## src/itw_pkg.sv

```systemverilog
// ----------------------------------------------------------------------------
// itw_pkg
// Shared types and constants for the I2C timing word calculator.
// ----------------------------------------------------------------------------
package itw_pkg;

   localparam int CLK_W      = 30;
   localparam int FREQ_W     = 24;
   localparam int WORD_W     = 32;
   localparam int DIVIDEND_W = 30;
   localparam int DIVISOR_W  = 20;
   localparam int MHZ_W      = 11;
   localparam int STEP_W     = 14;
   localparam int QUO_W      = 13;
   localparam int CNT_W      = $clog2(DIVIDEND_W);

   localparam logic [CLK_W-1:0]     CLK_RESET  = 30'd64000000;
   localparam logic [FREQ_W-1:0]    STD_LIMIT  = 24'd100000;
   localparam logic [FREQ_W-1:0]    FAST_LIMIT = 24'd400000;
   localparam logic [DIVISOR_W-1:0] HZ_PER_MHZ = 20'd1000000;
   localparam logic [QUO_W-1:0]     FIT_LIMIT  = 13'd256;
   localparam logic [3:0]           PRE_LAST   = 4'd15;
   localparam logic [7:0]           CNT_MAX    = 8'd255;

   typedef struct packed {
      logic                  start;
      logic [DIVIDEND_W-1:0] dividend;
      logic [DIVISOR_W-1:0]  divisor;
   } div_req_type;

   typedef struct packed {
      logic                  done;
      logic [DIVIDEND_W-1:0] quotient;
   } div_rsp_type;

   typedef enum logic [5:0] {
      ST_IDLE = 6'b000001,
      ST_MHZ  = 6'b000010,
      ST_STEP = 6'b000100,
      ST_LOW  = 6'b001000,
      ST_HIGH = 6'b010000,
      ST_OUT  = 6'b100000
   } state_type;

   // Prescaler step numerator: (p + 1) * 1000 ns.
   function automatic logic [STEP_W-1:0] step_num(input logic [3:0] p);
      return STEP_W'(({10'd0, p} + 14'd1) * 14'd1000);
   endfunction

endpackage

```

## src/itw_chan_if.sv

```systemverilog
// ----------------------------------------------------------------------------
// itw_req_if / itw_rsp_if
// Valid/ready channels for the request and the response item.
// ----------------------------------------------------------------------------
interface itw_req_if import itw_pkg::*; ();
   logic              valid;
   logic              ready;
   logic [FREQ_W-1:0] bus_freq_hz;

   modport source (output valid, output bus_freq_hz, input ready);
   modport sink   (input valid, input bus_freq_hz, output ready);
endinterface

interface itw_rsp_if import itw_pkg::*; ();
   logic              valid;
   logic              ready;
   logic [WORD_W-1:0] timing_word;

   modport source (output valid, output timing_word, input ready);
   modport sink   (input valid, input timing_word, output ready);
endinterface

```

## src/itw_div.sv

```systemverilog
// ----------------------------------------------------------------------------
// itw_div
// Bit-serial restoring divider, one quotient bit per cycle.
// ----------------------------------------------------------------------------
module itw_div import itw_pkg::*; (
   input  logic        clock,
   input  logic        reset,
   input  div_req_type div_req,
   output div_rsp_type div_rsp
);

   logic                  busy_ff, busy_in;
   logic                  done_ff, done_in;
   logic [CNT_W-1:0]      cnt_ff, cnt_in;
   logic [DIVISOR_W-1:0]  rem_ff, rem_in;
   logic [DIVIDEND_W-1:0] quo_ff, quo_in;
   logic [DIVISOR_W-1:0]  dvs_ff, dvs_in;
   logic [DIVISOR_W:0]    shifted;
   logic [DIVISOR_W:0]    diff;
   logic                  ge;

   assign shifted = {rem_ff, quo_ff[DIVIDEND_W-1]};
   assign diff    = shifted - {1'b0, dvs_ff};
   assign ge      = shifted >= {1'b0, dvs_ff};

   always_comb begin
      busy_in = busy_ff;
      done_in = 1'b0;
      cnt_in  = cnt_ff;
      rem_in  = rem_ff;
      quo_in  = quo_ff;
      dvs_in  = dvs_ff;
      if (div_req.start) begin
         busy_in = 1'b1;
         cnt_in  = CNT_W'(DIVIDEND_W - 1);
         rem_in  = '0;
         quo_in  = div_req.dividend;
         dvs_in  = div_req.divisor;
      end else if (busy_ff) begin
         rem_in = ge ? diff[DIVISOR_W-1:0] : shifted[DIVISOR_W-1:0];
         quo_in = {quo_ff[DIVIDEND_W-2:0], ge};
         cnt_in = cnt_ff - CNT_W'(1);
         if (cnt_ff == '0) begin
            busy_in = 1'b0;
            done_in = 1'b1;
         end
      end
   end

   always_ff @(posedge clock) begin
      if (reset) begin
         busy_ff <= 1'b0;
         done_ff <= 1'b0;
      end else begin
         busy_ff <= busy_in;
         done_ff <= done_in;
      end
      cnt_ff <= cnt_in;
      rem_ff <= rem_in;
      quo_ff <= quo_in;
      dvs_ff <= dvs_in;
   end

   assign div_rsp.done     = done_ff;
   assign div_rsp.quotient = quo_ff;

endmodule

```

## src/i2c_timing_word_calculator.sv

```systemverilog
// ----------------------------------------------------------------------------
// i2c_timing_word_calculator
// Prescaler search for the I2C SCL timing word, on a shared serial divider.
// ----------------------------------------------------------------------------
//  Channel   Dir  Handshake      Payload
//  req_chan  in   valid/ready    bus_freq_hz  [23:0]
//  rsp_chan  out  valid/ready    timing_word  [31:0]
//  csr       in   csr_we         csr_wdata    [29:0] peripheral clock, Hz
//
//  One item in flight. The divisions run one after another on the divider:
//  one for the clock in MHz, then per prescaler trial one for the step and,
//  for a nonzero step, two for the counts.
//  Reset returns to idle with the clock register at 64 MHz.
//  The result is held in the output register until rsp_chan.ready.
// ----------------------------------------------------------------------------
module i2c_timing_word_calculator import itw_pkg::*; (
   input  logic             clock,
   input  logic             reset,
   itw_req_if.sink          req_chan,
   itw_rsp_if.source        rsp_chan,
   input  logic             csr_we,
   input  logic [CLK_W-1:0] csr_wdata
);

   state_type          state_ff, state_in;
   logic [CLK_W-1:0]   clk_hz_ff;
   logic [12:0]        low_ns_ff, low_ns_in;
   logic [12:0]        high_ns_ff, high_ns_in;
   logic [3:0]         data_dly_ff, data_dly_in;
   logic [3:0]         clk_dly_ff, clk_dly_in;
   logic [MHZ_W-1:0]   mhz_ff, mhz_in;
   logic [3:0]         pre_ff, pre_in;
   logic [STEP_W-1:0]  step_ff, step_in;
   logic [QUO_W-1:0]   qlo_ff, qlo_in;
   logic [WORD_W-1:0]  word_ff, word_in;
   div_req_type        div_req;
   div_rsp_type        div_rsp;
   logic [QUO_W-1:0]   qhi;
   logic               accept;

   itw_div u_div (
      .clock   (clock),
      .reset   (reset),
      .div_req (div_req),
      .div_rsp (div_rsp)
   );

   assign accept = req_chan.valid && req_chan.ready;
   assign qhi    = div_rsp.quotient[QUO_W-1:0];

   always_comb begin
      state_in    = state_ff;
      low_ns_in   = low_ns_ff;
      high_ns_in  = high_ns_ff;
      data_dly_in = data_dly_ff;
      clk_dly_in  = clk_dly_ff;
      mhz_in      = mhz_ff;
      pre_in      = pre_ff;
      step_in     = step_ff;
      qlo_in      = qlo_ff;
      word_in     = word_ff;
      div_req     = '0;
      unique case (state_ff)
         ST_IDLE: begin
            if (accept) begin
               if (req_chan.bus_freq_hz <= STD_LIMIT) begin
                  low_ns_in = 13'd4700; high_ns_in = 13'd4000;
                  data_dly_in = 4'd2; clk_dly_in = 4'd4;
               end else if (req_chan.bus_freq_hz <= FAST_LIMIT) begin
                  low_ns_in = 13'd1300; high_ns_in = 13'd600;
                  data_dly_in = 4'd1; clk_dly_in = 4'd3;
               end else begin
                  low_ns_in = 13'd500; high_ns_in = 13'd260;
                  data_dly_in = 4'd0; clk_dly_in = 4'd1;
               end
               div_req.start    = 1'b1;
               div_req.dividend = clk_hz_ff;
               div_req.divisor  = HZ_PER_MHZ;
               state_in         = ST_MHZ;
            end
         end
         ST_MHZ: begin
            if (div_rsp.done) begin
               mhz_in = div_rsp.quotient[MHZ_W-1:0];
               pre_in = '0;
               if (div_rsp.quotient == '0) begin
                  word_in  = {PRE_LAST, 4'd0, clk_dly_ff, data_dly_ff, CNT_MAX, CNT_MAX};
                  state_in = ST_OUT;
               end else begin
                  div_req.start    = 1'b1;
                  div_req.dividend = DIVIDEND_W'(step_num(4'd0));
                  div_req.divisor  = DIVISOR_W'(div_rsp.quotient[MHZ_W-1:0]);
                  state_in         = ST_STEP;
               end
            end
         end
         ST_STEP: begin
            if (div_rsp.done) begin
               step_in = div_rsp.quotient[STEP_W-1:0];
               if (div_rsp.quotient == '0) begin
                  if (pre_ff == PRE_LAST) begin
                     word_in  = {PRE_LAST, 4'd0, clk_dly_ff, data_dly_ff, CNT_MAX, CNT_MAX};
                     state_in = ST_OUT;
                  end else begin
                     pre_in           = pre_ff + 4'd1;
                     div_req.start    = 1'b1;
                     div_req.dividend = DIVIDEND_W'(step_num(pre_ff + 4'd1));
                     div_req.divisor  = DIVISOR_W'(mhz_ff);
                  end
               end else begin
                  div_req.start    = 1'b1;
                  div_req.dividend = DIVIDEND_W'(low_ns_ff);
                  div_req.divisor  = DIVISOR_W'(div_rsp.quotient[STEP_W-1:0]);
                  state_in         = ST_LOW;
               end
            end
         end
         ST_LOW: begin
            if (div_rsp.done) begin
               qlo_in           = div_rsp.quotient[QUO_W-1:0];
               div_req.start    = 1'b1;
               div_req.dividend = DIVIDEND_W'(high_ns_ff);
               div_req.divisor  = DIVISOR_W'(step_ff);
               state_in         = ST_HIGH;
            end
         end
         ST_HIGH: begin
            if (div_rsp.done) begin
               if (qlo_ff <= FIT_LIMIT && qhi <= FIT_LIMIT) begin
                  // counts minus one, floored at zero
                  word_in = {pre_ff, 4'd0, clk_dly_ff, data_dly_ff,
                             (qhi == '0) ? 8'd0 : 8'(qhi - QUO_W'(1)),
                             (qlo_ff == '0) ? 8'd0 : 8'(qlo_ff - QUO_W'(1))};
                  state_in = ST_OUT;
               end else if (pre_ff == PRE_LAST) begin
                  word_in  = {PRE_LAST, 4'd0, clk_dly_ff, data_dly_ff, CNT_MAX, CNT_MAX};
                  state_in = ST_OUT;
               end else begin
                  pre_in           = pre_ff + 4'd1;
                  div_req.start    = 1'b1;
                  div_req.dividend = DIVIDEND_W'(step_num(pre_ff + 4'd1));
                  div_req.divisor  = DIVISOR_W'(mhz_ff);
                  state_in         = ST_STEP;
               end
            end
         end
         ST_OUT: begin
            if (rsp_chan.ready) begin
               state_in = ST_IDLE;
            end
         end
         default: begin
            state_in = ST_IDLE;
         end
      endcase
   end

   always_ff @(posedge clock) begin
      if (reset) begin
         state_ff  <= ST_IDLE;
         clk_hz_ff <= CLK_RESET;
      end else begin
         state_ff <= state_in;
         if (csr_we) begin
            clk_hz_ff <= csr_wdata;
         end
      end
      low_ns_ff   <= low_ns_in;
      high_ns_ff  <= high_ns_in;
      data_dly_ff <= data_dly_in;
      clk_dly_ff  <= clk_dly_in;
      mhz_ff      <= mhz_in;
      pre_ff      <= pre_in;
      step_ff     <= step_in;
      qlo_ff      <= qlo_in;
      word_ff     <= word_in;
   end

   assign req_chan.ready       = (state_ff == ST_IDLE);
   assign rsp_chan.valid       = (state_ff == ST_OUT);
   assign rsp_chan.timing_word = word_ff;

   a_accept_starts: assert property (@(posedge clock) disable iff (reset)
      accept |=> state_ff == ST_MHZ)
      else $error("item accepted but clock division not started");

   a_done_in_wait: assert property (@(posedge clock) disable iff (reset)
      div_rsp.done |-> state_ff != ST_IDLE && state_ff != ST_OUT)
      else $error("divider finished outside a wait state");

   a_no_overlap: assert property (@(posedge clock) disable iff (reset)
      !(req_chan.ready && rsp_chan.valid))
      else $error("request taken while a response is pending");

   a_start_idle: assert property (@(posedge clock) disable iff (reset)
      div_req.start |=> !div_rsp.done)
      else $error("divider done one cycle after start");

endmodule
```

## src/flat_wrapper.sv

```systemverilog
// flat-port wrapper written by rule: the top's interface ports become plain ports
module i2c_timing_word_calculator_flat import itw_pkg::*;
  (clock, reset, csr_we, csr_wdata, req_chan_valid, req_chan_bus_freq_hz, req_chan_ready, rsp_chan_valid, rsp_chan_timing_word, rsp_chan_ready);
  itw_req_if req_chan_i ();
  itw_rsp_if rsp_chan_i ();
  input  logic clock;
  input  logic reset;
  input  logic csr_we;
  input  logic [CLK_W-1:0] csr_wdata;
  input wire logic [$bits(req_chan_i.valid)-1:0] req_chan_valid;
  input wire logic [$bits(req_chan_i.bus_freq_hz)-1:0] req_chan_bus_freq_hz;
  output wire logic [$bits(req_chan_i.ready)-1:0] req_chan_ready;
  output wire logic [$bits(rsp_chan_i.valid)-1:0] rsp_chan_valid;
  output wire logic [$bits(rsp_chan_i.timing_word)-1:0] rsp_chan_timing_word;
  input wire logic [$bits(rsp_chan_i.ready)-1:0] rsp_chan_ready;
  assign req_chan_i.valid = req_chan_valid;
  assign req_chan_i.bus_freq_hz = req_chan_bus_freq_hz;
  assign req_chan_ready = req_chan_i.ready;
  assign rsp_chan_valid = rsp_chan_i.valid;
  assign rsp_chan_timing_word = rsp_chan_i.timing_word;
  assign rsp_chan_i.ready = rsp_chan_ready;
  i2c_timing_word_calculator u_core (.clock(clock), .reset(reset), .req_chan(req_chan_i), .rsp_chan(rsp_chan_i), .csr_we(csr_we), .csr_wdata(csr_wdata));
endmodule
```

## config.mk

```make
export PLATFORM = sky130hd
export DESIGN_NAME = i2c_timing_word_calculator_flat
export DESIGN_NICKNAME = d
export VERILOG_FILES = /design/src/itw_pkg.sv /design/src/itw_chan_if.sv /design/src/itw_div.sv /design/src/i2c_timing_word_calculator.sv /design/src/flat_wrapper.sv
export SDC_FILE = /design/constraint.sdc
export NUM_CORES = 1
export LEC_CHECK = 0
export BUFFER_PORTS_ARGS = -buffer_cell sky130_fd_sc_hd__buf_4
export CAP_MARGIN = 20
export CORE_UTILIZATION = 40
export CTS_CLUSTER_SIZE = 24
export DETAILED_ROUTE_END_ITERATION = 6
export PLACE_DENSITY = 0.58
export SLEW_MARGIN = 15
export SYNTH_ARGS = -nofsm -noshare
export SYNTH_HDL_FRONTEND = slang
export SYNTH_SLANG_ARGS = --single-unit
```

## constraint.sdc

```tcl
create_clock -name clock -period 14.85 [get_ports clock]
set_clock_uncertainty 0.1 [all_clocks]
set_input_delay 2.97 -clock clock [delete_from_list [all_inputs] [get_ports clock]]
set_output_delay 2.97 -clock clock [all_outputs]
set_load 0.02 [all_outputs]
```

==> summary.md, run 1 <==
| Metric | Value |
|---|---|
| Total power draw | 1.55 mW |
| Maxcap violations | 0 |
| Antenna violations before repair | 0 |
| Final min period | 5.23 ns |
| Number of diodes | 0 |
| Power density cells | 134 mW/mm2 |
| Synth top area share | 37.8% |
| Sequential share of the synthesized area | 50.5% |
| Post-Syn Area | 0.00992 mm2 |
| CTS Root Cell | clkbuf_16 |
| CP max FO | 13 |
| Wire per inst | 17.0 um |
| Buffers on Ports | 92 |
| CP Cell Sequence | inv_1, ha_1, nor4b_1, a21oi_1, xnor2_1, fa_1, fa_1, fa_1, inv_1, ha_1, inv_1, o21bai_1, a221oi_1, xor2_1, a211o_1, a31oi_1 |
| Routability cong. | 0.807 |
| Nets | 1121 |
| CTS Buf Count | 17 |
| DRC violation count after routing | 0 |
| Die W | 160 um |
| Mapped Avg Cell Area | 10.7 um2 |
| CTS tree | done |
| Clock buffer depth | 2 |
| CP max stage delay | 0.64 ns |
| WHS | 0.395 ns |
| Vias in the first global route | 7069 |
| DR pass1 iterations | 5 |
| CTS clk-pin slew, worst paths | 0.07 ns |
| EDFF count, synth | 125 |
| Hold buffer count at CTS | 0 |
| Leak Pwr | 4.57 nW |
| Slew headroom | 30.9% |
| Hold/Removal Path Class | reg2reg |
| R2R cell count | 16 |
| Startpoint Class | flop |
| Setup violators final | 0 |
| Fmax | 191 MHz |
| Arr. time, crit path | 5.41 ns |
| Number of synthesized register bits | 188 |
| Via count | 7145 |
| Max H-tree Level | 4 |
| Slowest CP cell | edfxtp_1 |
| Slew Viols, Final | 0 |
| Gr ovfl total | 0 |
| Layout cells sized above 1 | 16.2% |
| Post-Syn Nets | 1039 |
| Largest net degree at the start of global routing | 50 |
| Total track usage | 18.4% |
| Finished Cell Area | 0.0115 mm2 |
| Dominant cells by area after synthesis | edfxtp_1 (38%), dfxtp_1 (13%), ha_1 (5.7%), mux2i_1 (4.2%), a21oi_1 (2.8%) |
| Final ANT Viol Nets | 0 |
| Most common cell in the netlist | edfxtp_1 |
| Post-route setup TNS | 0 ns |
| Synthesis-to-finish area growth | 16.0% |
| Synth async-reset ratio | 0% |
| Synth cell types | 68 |
| Clock Sinks | 188 |
| WL final | 22800 um |
| Hpwl dp | 16400 um |
| Synthesized instance count | 924 |
| Commonest cells in the netlist | edfxtp_1 (125), nor2_1 (73), nand2_1 (72) |
| Final core utilization | 47.3% |
| RSZ-0062 raised after global routing | false |
| Setup Buffers After CTS | 0 |
| Status | complete, no violations |
| Post-synth top area cell | edfxtp_1 |
| Via-per-instance ratio | 5.32 |
| Endpoints failing hold | 0 |
| CP Capture Type | flop |
| Clock latency on the worst-skew pair | 0.43 ns |
| Top FF cell, synth | edfxtp_1 |
| Row count | 57 |
| Starting DRC count in detailed routing | 574 |
| CTS resizes | 0 |
| Critical Path Stages | 16 |
| Peak VDD IR | 0.0969 mV |
| # IOs | 93 |
| Core area | 0.0243 mm2 |
| WP data required | 15.02 ns |
| CP delay by family, top | adder cells |
| Initial Util | 40.8% |
| Bufs and invs on worst path | 3 |
| Die Span Y | 160 um |
| CP Class | reg2reg |
| First-pass GRT wire length | 37300 um |
| Yosys warnings | 0 |
| Final worst path period share | 35.2% |
| Least-Margin Pin Slew | 1.04 ns |
| Hold Path Stages | 2 |
| Placed cell area | 0.0109 mm2 |
| Die area | 0.0254 mm2 |
[worst paths after layout]
check | from | to | slack, ns
worst max-delay path | u_core.pre_ff[0]$_SDFFCE_PP0P_ | u_core.u_div.quo_ff[12]$_DFFE_PP_ | 9.62
worst max register to register | u_core.pre_ff[0]$_SDFFCE_PP0P_ | u_core.u_div.quo_ff[12]$_DFFE_PP_ | 9.62
worst min-delay path | u_core.clk_hz_ff[0]$_SDFFE_PP0P_ | u_core.clk_hz_ff[0]$_SDFFE_PP0P_ | 0.40
worst min register to register | u_core.clk_hz_ff[0]$_SDFFE_PP0P_ | u_core.clk_hz_ff[0]$_SDFFE_PP0P_ | 0.40
[cells in the final DEF, fill, tap and decap left out, types with 11 or more instances in the layout]
cell / synthesis / routed
nor2b_1: 13 / 13
edfxtp_1: 125 / 125
nor2_1: 73 / 72
nor3_1: 12 / 12
buf_4: 0 / 103
a22o_1: 21 / 21
clkbuf_16: 0 / 18
fa_1: 11 / 11
a21oi_1: 56 / 56
xor2_1: 20 / 20
ha_1: 45 / 45
o21ai_0: 46 / 46
dfxtp_1: 63 / 63
nand2_1: 72 / 72
and2_1: 12 / 12
a222oi_1: 11 / 11
mux2i_1: 42 / 42
xnor2_1: 24 / 24
or4_1: 11 / 11
inv_1: 65 / 65
nand3_1: 14 / 14
[area by class of cell]
cell class	count	area [um2]
inverters	68	255
clock inverters	14	124
clock buffers	18	450
flip-flops and latches	188	5010
repair buffers	103	773
well taps	324	405
fillers	2291	12800
multi-input cells	628	4490
[state kept, by name, summed over array words and instances, names as in the netlist]
register / flops
u_core.high_ns_ff: 1
u_core.u_div.rem_ff: 20
u_core.qlo_ff: 13
u_core.mhz_ff: 11
u_core.low_ns_ff: 3
u_core.u_div.quo_ff: 30
u_core.u_div.busy_ff: 1
u_core.step_ff: 14
u_core.clk_hz_ff: 30
u_core.pre_ff: 4
u_core.u_div.cnt_ff: 5
u_core.data_dly_ff: 1
u_core.rsp_chan.timing_word: 32
u_core.u_div.dvs_ff: 15
u_core.clk_dly_ff: 1
u_core.state_ff: 6
u_core.u_div.done_ff: 1
[report_power, final]
part           switching, mW  internal (mW)
combinational          0.226          0.188
sequential            0.0574          0.629
clock                  0.214          0.232
total                  0.498           1.05
[layer usage]
layer / track usage, % / part of all wire (%) / vias to the layer above
li1: - / - / 3554
met1: 24.8 / 47 / 3406
met2: 29.6 / 47 / 165
met3: 3.99 / 4.4 / 20
met4: 5.77 / 1.4 / 0
met5: 0 / 0 / -
[worst min-delay path, delay by kind of cell, from the launching register on]
kind             cells  cell delay (ns)
flip-flops           1             0.33
multiplexers         1             0.06
AND/OR/NAND/NOR      1             0.07
[cells by family (layout without fill, tap and decap cells)]
group           Yosys count  in the layout  share of synthesized area, %
simple gates            257            257                          12.9
xor+xnor                 44             44                          3.88
flops                   188            188                          50.5
fa+ha+maj                56             56                          7.89
buf+inv                 108            203                          4.36
compound gates          227            227                          16.0
mux                      44             44                          4.46
[through the flow]
stage / cells / setup slack (ns)
6_report: 1343 / 9.62
5_1_grt: 1343 / 9.27
4_1_cts: 1343 / 9.60
3_5_place_dp: 1311 / 9.62
3_3_place_gp: 1310 / 9.73
2_1_floorplan: 924 / 9.90
(Power assumes the default switching activity.)
==> inputs of run 2 (changes only) <==
Settings changed: PLACE_DENSITY 0.58 to 0.6.
Clock period 14.85 ns to 4.4 ns, I/O delays scaled along.
==> run 2 against run 1 <==
First-iteration DRC count rose by 1.9%. Die area did not move. Register-to-register slack got worse by 9.6 ns. Clock-buffer cell count fell by 1. Combinational power rose to 3.4 times the previous value. Clock power rose to 3.6 times the previous value. Largest cell class unchanged. Fmax rose by 18%. The flow now finishes with violations (setup timing). Total power rose to 3.4 times the previous value.
==> summary.md, run 2 (synthesis results as in run 1) <==
| Metric | Value |
|---|---|
| Status | finished with violations |
| Failing checks | setup timing |
| Most frequent cells in the layout | buf_4 (129), edfxtp_1 (125), nand2_1 (72) |
| CP Class | reg2reg |
| Slew Viols, Final | 0 |
| Clock buffer depth | 2 |
| Clock Sinks | 188 |
| Final worst path period share | 101% |
| Fmax | 226 MHz |
| Buffers on Ports | 92 |
| Register area | 0.00501 mm2 |
| Area occupied by multi-input gates | 0.00464 mm2 |
| Hold buffer count at CTS | 0 |
| CP Cell Sequence | inv_8, ha_4, nor4b_4, a21oi_4, xnor2_2, fa_1, fa_1, fa_1, inv_2, ha_4, inv_4, xnor2_2, nor2_2, mux2i_1, o221ai_1, a21oi_1, a21oi_1 |
| Die area | 0.0254 mm2 |
| Starting DRC count in detailed routing | 585 |
| Power density cells | 445 mW/mm2 |
| Core area | 0.0243 mm2 |
| RSZ-0062 raised after global routing | true |
| Maxcap violations | 0 |
| Max H-tree Level | 4 |
| Wire per inst | 16.8 um |
| WHS | 0.402 ns |
| Setup violators final | 2 |
| Commonest non-fill, non-tap cell in the layout | buf_4 |
| Leak Pwr | 4.76 nW |
| WL final | 23100 um |
| Slew headroom | 36.6% |
| Via-per-instance ratio | 5.40 |
| CTS tree | done |
| Fill cell count | 2188 |
| Synthesis-to-finish area growth | 20.2% |
| Hpwl dp | 16100 um |
| CP max FO | 4 |
| Layout cells sized above 1 | 20.4% |
| Top cell by count, worst path | fa_1 |
| Row count | 57 |
| Number of diodes | 0 |
| CTS Root Cell | clkbuf_16 |
| Startpoint Class | flop |
| Antenna violations before repair | 0 |
| DR pass1 iterations | 6 |
| Clock latency on the worst-skew pair | 0.44 ns |
| CP Capture Type | flop |
| Largest net degree at the start of global routing | 43 |
| CTS Buf Count | 17 |
| # IOs | 93 |
| Slowest CP cell | fa_1 |
| Hold/Removal Path Class | reg2reg |
| Vias in the first global route | 7192 |
| Die W | 160 um |
| Final ANT Viol Nets | 0 |
| Arr. time, crit path | 4.48 ns |
| Final min period | 4.43 ns |
| Setup WS pre-CTS | -0.156 ns |
| Bufs and invs on worst path | 3 |
| CP delay by family, top | adder cells |
| Final WS setup | -0.0283 ns |
| Via count | 7397 |
| CP max stage delay | 0.60 ns |
| Least-Margin Pin Slew | 0.948 ns |
| Peak VDD IR | 0.257 mV |
| CTS clk-pin slew, worst paths | 0.08 ns |
| Initial Util | 40.8% |
| DRC violation count after routing | 0 |
| Gr ovfl total | 0 |
| Routability cong. | 0.872 |
| Number of flip-flops in the largest register | 32 |
| First-pass GRT wire length | 37300 um |
| Total track usage | 18.4% |
| Nets | 1148 |
| Die Span Y | 160 um |
| WP data required | 4.45 ns |
| Endpoints failing hold | 0 |
run 2: cell type report:
class	instances	share of cell area (%)
sequential	188	42.0
multi-input combinational	628	38.9
timing repair buffer	130	8.21
clock buffer	17	3.57
tap	324	3.40
inverter	68	2.22
clock inverter	15	1.66
run 2: repair_timing:
item,4_1_cts,5_1_grt
cloned,0,0
setup buffers,5,2
pin swaps,16,14
setup endpoints to repair,2,3
gates resized for setup,10,8
run 2: worst paths after layout:
| path | slack [ns] | start | cells past startpoint | to |
|---|---|---|---|---|
| worst min-delay path | 0.40 | u_core.clk_hz_ff[27]$_SDFFE_PP0P_ | 2 | u_core.clk_hz_ff[27]$_SDFFE_PP0P_ |
| worst max register to register | -0.03 | u_core.pre_ff[0]$_SDFFCE_PP0P_ | 17 | u_core.u_div.quo_ff[9]$_DFFE_PP_ |
| worst max-delay path | -0.03 | u_core.pre_ff[0]$_SDFFCE_PP0P_ | 17 | u_core.u_div.quo_ff[9]$_DFFE_PP_ |
| worst min register to register | 0.40 | u_core.clk_hz_ff[27]$_SDFFE_PP0P_ | 2 | u_core.clk_hz_ff[27]$_SDFFE_PP0P_ |
run 2: per-layer routing:
layer | up-vias | GRT usage [%] | part of all wire [%]
met5 | - | 0 | 0
met2 | 202 | 29.7 | 47
met3 | 31 | 2.76 | 4.4
met4 | 0 | 7.43 | 2.8
li1 | 3618 | - | -
met1 | 3546 | 24.7 | 46
run 2: power by group:
group          leakage, nW  internal (mW)  switching [mW]
sequential            1.71           2.12           0.184
combinational         2.75          0.651           0.749
clock                0.304          0.829           0.773
run 2: metrics by stage:
stage | instances | area, um2 | utilization [%] | setup TNS (ns) | total power, mW
after floorplan | 924 | 9990 | - | -0.0559 | 3.39
after global placement | 1330 | 11100 | 45.8 | -0.0116 | 3.74
after detailed placement | 1330 | 11100 | 45.8 | -0.250 | 3.76
after CTS | 1367 | 11900 | 48.8 | -0.0140 | 5.36
after global routing | 1370 | 11900 | 49.1 | -0.437 | 5.62
final | 1370 | 11900 | 49.1 | -0.0512 | 5.31
run 2: worst reg2reg max path, stage by stage, from the launching register on:
cell and delay, ns:
edfxtp_1 0.54, inv_8 0.10, ha_4 0.22, nor4b_4 0.26, a21oi_4 0.08, xnor2_2 0.19, fa_1 0.60, fa_1 0.44
fa_1 0.53, inv_2 0.05, ha_4 0.27, inv_4 0.04, xnor2_2 0.14, nor2_2 0.06, mux2i_1 0.16, o221ai_1 0.14
a21oi_1 0.15, a21oi_1 0.08
